[config.mk]
export PLATFORM = sky130hd
export DESIGN_NAME = bbe_ctrl
export DESIGN_NICKNAME = d
export VERILOG_FILES = /design/src/rtl/core/bbe_pkg.sv /design/src/rtl/core/bbe_ctrl.sv
export SDC_FILE = /design/constraint.sdc
export NUM_CORES = 1
export LEC_CHECK = 0
export BUFFER_PORTS_ARGS = -buffer_cell sky130_fd_sc_hd__buf_2
export CELL_PAD_IN_SITES_DETAIL_PLACEMENT = 1
export CELL_PAD_IN_SITES_GLOBAL_PLACEMENT = 2
export CORE_AREA = 2 2 39 41
export DETAILED_ROUTE_END_ITERATION = 7
export DIE_AREA = 0 0 41 43
export PLACE_DENSITY = 0.46
export SETUP_SLACK_MARGIN = 0.5
export SYNTH_ARGS = -nofsm -noshare
export SYNTH_HDL_FRONTEND = slang
export SYNTH_SLANG_ARGS = --single-unit
export TNS_END_PERCENT = 10
[constraint.sdc]
create_clock -name clk_i -period 2.5 [get_ports clk_i]
set_input_delay 0.625 -clock clk_i [delete_from_list [all_inputs] [get_ports clk_i]]
set_output_delay 0.625 -clock clk_i [all_outputs]
set_load 0.02 [all_outputs]
[src/rtl/core/bbe_pkg.sv]
package bbe_pkg;

  // Field and arithmetic widths
  localparam int unsigned CFG_W       = 11;
  localparam int unsigned CH_W        = 8;
  localparam int unsigned RGB_W       = 3 * CH_W;
  localparam int unsigned SUM_W       = 12;  // nine 8-bit terms
  localparam int unsigned NUM_W       = 13;  // 2*sum + count
  localparam int unsigned CNT_W       = 4;   // neighbor count, 1 to 9
  localparam int unsigned RECIP_SHIFT = 20;
  localparam int unsigned RECIP_W     = 20;
  localparam int unsigned PROD_W      = NUM_W + RECIP_W;

  // Request kinds on the input channel
  localparam logic CMD_PIXEL = 1'b0;
  localparam logic CMD_DRAIN = 1'b1;

  typedef enum logic [0:0] {
    CFG_IMAGE_WIDTH  = 1'b0,
    CFG_IMAGE_HEIGHT = 1'b1
  } cfg_idx_e;

  typedef struct packed {
    logic            cmd;
    logic [CH_W-1:0] pix_blue;
    logic [CH_W-1:0] pix_green;
    logic [CH_W-1:0] pix_red;
  } bbe_in_t;

  typedef struct packed {
    logic [CH_W-1:0] out_blue;
    logic [CH_W-1:0] out_green;
    logic [CH_W-1:0] out_red;
    logic            frame_last;
  } bbe_out_t;

  typedef enum logic [1:0] {
    S_IDLE,
    S_UPDATE,
    S_SUM,
    S_SCALE
  } bbe_state_e;

  // Controller to datapath
  typedef struct packed {
    logic accept;  // latch request, start line store read
    logic update;  // shift window, write line store, step counters
    logic sum;     // add up neighborhood
    logic scale;   // divide and load output register
  } bbe_cmd_t;

  // Datapath to controller
  typedef struct packed {
    logic emit;      // current request produces a result
    logic out_full;  // output register holds a result not taken this cycle
  } bbe_stat_t;

  // ceil(2^RECIP_SHIFT / (2*count)); exact for numerators below 2^NUM_W
  function automatic logic [RECIP_W-1:0] recip(input logic [CNT_W-1:0] count);
    logic [RECIP_W-1:0] r;
    unique case (count)
      4'd1:    r = 20'd524288;
      4'd2:    r = 20'd262144;
      4'd3:    r = 20'd174763;
      4'd4:    r = 20'd131072;
      4'd5:    r = 20'd104858;
      4'd6:    r = 20'd87382;
      4'd7:    r = 20'd74899;
      4'd8:    r = 20'd65536;
      4'd9:    r = 20'd58255;
      default: r = '0;
    endcase
    return r;
  endfunction

endpackage

[src/rtl/core/bbe_ctrl.sv]
module bbe_ctrl (
  input  logic              clk_i,
  input  logic              rst_ni,
  input  logic              in_valid_i,
  output logic              in_ready_o,
  input  bbe_pkg::bbe_stat_t stat_i,
  output bbe_pkg::bbe_cmd_t  cmd_o
);

  import bbe_pkg::*;

  bbe_state_e state_q, state_d;

  // State register
  always_ff @(posedge clk_i or negedge rst_ni) begin
    if (!rst_ni) begin
      state_q <= S_IDLE;
    end else begin
      state_q <= state_d;
    end
  end

  // Next state and commands
  always_comb begin
    state_d    = state_q;
    cmd_o      = '0;
    in_ready_o = 1'b0;
    unique case (state_q)
      S_IDLE: begin
        in_ready_o = 1'b1;
        if (in_valid_i) begin
          cmd_o.accept = 1'b1;
          state_d      = S_UPDATE;
        end
      end
      S_UPDATE: begin
        cmd_o.update = 1'b1;
        state_d      = stat_i.emit ? S_SUM : S_IDLE;
      end
      S_SUM: begin
        cmd_o.sum = 1'b1;
        state_d   = S_SCALE;
      end
      S_SCALE: begin
        // hold until the output register can take the result
        if (!stat_i.out_full) begin
          cmd_o.scale = 1'b1;
          state_d     = S_IDLE;
        end
      end
      default: state_d = S_IDLE;
    endcase
  end

endmodule

==> impl_metrics.py <==
metrics = {
    "layout": {
        "nNetsFinal": 31,
        "multi_input_area_sq_um": 55.1,
        "layout.cell_area.non_filler_sq_um": 200,
        "area_growth_pct": 77.8,
        "fillers": 164,
        "drive_gt1_frac": 0.542,
        "fin_util": 0.145,
        "antenna_cells": 0,
        "regArea_sq_um": 50.0,
    },
    "die": {
        "die_x_um": 41,
        "start_util": 0.0814,
        "ios": 10,
        "die-area_sq_mm": 0.00176,
        "rows": 14,
        "die_h_um": 43,
        "core_sq_mm": 0.00138,
    },
    "grt": {
        "grt_remaining_overflow": 0,
        "grt_pass1_vias": 129,
        "grtUsageTotal": 0.0522,
        "grt_pass1_wl_um": 517,
        "antenna_found_initial": 0,
        "grt_max_degree": 7,
    },
    "placed_design": {
        "dpl.hpwl_um": 260,
        "io_buffers": 9,
        "place_area_sq_um": 178,
        "gp_congestion": 0.517,
    },
    "critical_path": {
        "path_buf_inv": 2,
        "cp_slowest_cell": "and2b_1",
        "crit_chain": "buf_2 > and2b_1 > and2_1 > buf_2",
        "path_class": "primary input to primary output",
        "endpoint_kind": "primary output",
        "crit_path_max_incr_delay_ns": 0.21,
        "worstPathRequired_ns": 1.88,
        "cp_common_cell": "buf_2",
        "crit_family": "simple AND/OR/NAND/NOR gates",
        "cp_max_fo": 3,
        "startpoint_type": "primary input",
        "r2r_start": "state_q[0]$_DFFE_PN0P_",
        "arrival_ns": 1.22,
        "crit_path_start": "stat_i[0]",
    },
    "route": {
        "vias_per_cell": 3.08,
        "first_pass_iters": 2,
        "vias": 123,
        "remaining_drc_errors": 0,
        "wl_um": 307,
        "drt_iter0_markers": 2,
        "drtAntennaViolNets": 0,
        "post_drt_wl_per_cell_um": 7.68,
    },
    "timing": {
        "max_slew_margin": 0.869,
        "rsz0062_at_grt": "no",
        "setup_tns_ns": 0,
        "fin_skew_ns": 0.00162,
        "max_freq_mhz": 542,
        "finalHoldViolations": 0,
        "slew_violations": 0,
        "finalCritPeriodShare": 0.738,
        "fin_crit_ns": 1.85,
        "worstMarginPinSlew_ns": 0.196,
        "setup_violations": 0,
        "hold_ws_ns": 0.186,
    },
    "pwr": {
        "comb_power_share": 0.489,
        "seqPwrFrac": 0.265,
        "leakagePower_nw": 0.111,
        "power_mw": 0.280,
        "power.ir.vdd_worst_v": 0.000271,
        "clockPowerShare": 0.246,
        "internal_power_mw": 0.158,
        "power_density_mw_per_mm2": 1400,
        "swShare": 0.435,
        "power.switching_mw": 0.122,
    },
    "logic_synthesis": {
        "yosysSeqAreaShare": 0.444,
        "yosys_warnings": 0,
        "synth_nets": 17,
        "synth_cell_types": 9,
        "synthCells": 12,
        "synth_top_area_cell": "dfrtp_1",
        "yosys.area.top_type_share": 0.444,
        "avgSynthCellArea_sq_um": 9.38,
        "synthTopCellsByArea": "dfrtp_1, nor2b_4, o2bb2ai_1",
        "synth.ff_latch_count": 2,
        "syn_area_sq_um": 113,
    },
    "clock_network": {
        "post_cts_buffers": 0,
        "cts_made_buffers": 3,
        "cts_root_buf": "clkbuf_4",
        "clkTransAtPathRegs_ns": 0.03,
        "tritoncts": "yes",
        "ctsResizeCount": 0,
        "htree_levels": 1,
        "clk_latency_ns": 0.22,
        "postCtsHoldBufs": 0,
        "cts_max_path_buffers": 2,
        "clock_sinks": 2,
    },
    "outcome": {
        "status": "finished, final reports clean",
    },
    "worst_hold_path": {
        "hold_path_class": "primary input to async pin",
    },
    "flow_run": {
        "cap_violations": 0,
    },
}
-- power by group through the flow --
stage / registers [mW] / clock network, mW / logic, mW
floorplan: 0.0701 / 0 / 0.0970
global placement: 0.0724 / 0 / 0.138
detailed placement: 0.0747 / 0 / 0.139
CTS: 0.0744 / 0.0743 / 0.139
global route: 0.0795 / 0.0777 / 0.152
finish: 0.0740 / 0.0689 / 0.137
-- cell usage after synthesis (all sizes together) --
master,number
and2,1
and2b,1
dfrtp,2
inv,2
nor2,2
nor2b,1
nor3,1
o22ai,1
o2bb2ai,1
-- kinds of logic after synthesis --
| logic type | Yosys count | share of synthesized area |
|---|---|---|
| buf+inv | 2 | 0.0667 |
| simple gates | 6 | 0.356 |
| compound gates | 2 | 0.133 |
| flops | 2 | 0.444 |
-- area by class of cell --
cell class | instances | area share
inverter | 2 | 0.0375
clock buffer | 3 | 0.112
sequential | 2 | 0.250
multi-input combinational | 8 | 0.275
timing repair buffer | 9 | 0.225
tap | 16 | 0.100
-- layer usage --
metal | vias to the layer above | wire (um) | GRT usage
li1 | 64 | - | -
met5 | - | 0 | 0
met1 | 49 | 159 | 0.0611
met2 | 10 | 86 | 0.0375
met3 | 0 | 61 | 0.0628
met4 | 0 | 0 | 0.0600
-- final timing paths --
| path | slack (ns) | depth (start not counted) | endpoint |
|---|---|---|---|
| min in group clk_i | 0.56 | 1 | state_q[0]$_DFFE_PN0P_ |
| worst min-delay path | 0.19 | 1 | state_q[0]$_DFFE_PN0P_ |
| max in group asynchronous | 2.22 | 1 | async pin |
| worst max-delay path | 0.65 | 4 | cmd_o[0] |
| worst min register to register | 0.56 | 1 | state_q[0]$_DFFE_PN0P_ |
| worst max register to register | 1.68 | 2 | state_q[0]$_DFFE_PN0P_ |
-- stage by stage --
step           worst slack, ns  std cells
2_1_floorplan            0.764         12
3_3_place_gp             0.667         37
3_5_place_dp             0.655         37
4_1_cts                  0.650         40
5_1_grt                  0.626         40
6_report                 0.655         40
-- placed cells by master, fill, tap and decap left out, types with 2 or more instances in the layout --
cell,Yosys,routed
clkbuf_4,0,3
dfrtp_1,2,2
inv_1,2,2
nor2_1,2,2
buf_2,0,9
-- worst register-to-register path: cells and delay by family, from the launching register on --
| kind | cells | cell delay (ns) |
|---|---|---|
| flops | 1 | 0.41 |
| compound gates | 1 | 0.13 |
| simple gates | 1 | 0.20 |
Note: power is estimated with default switching activity, not from simulation.
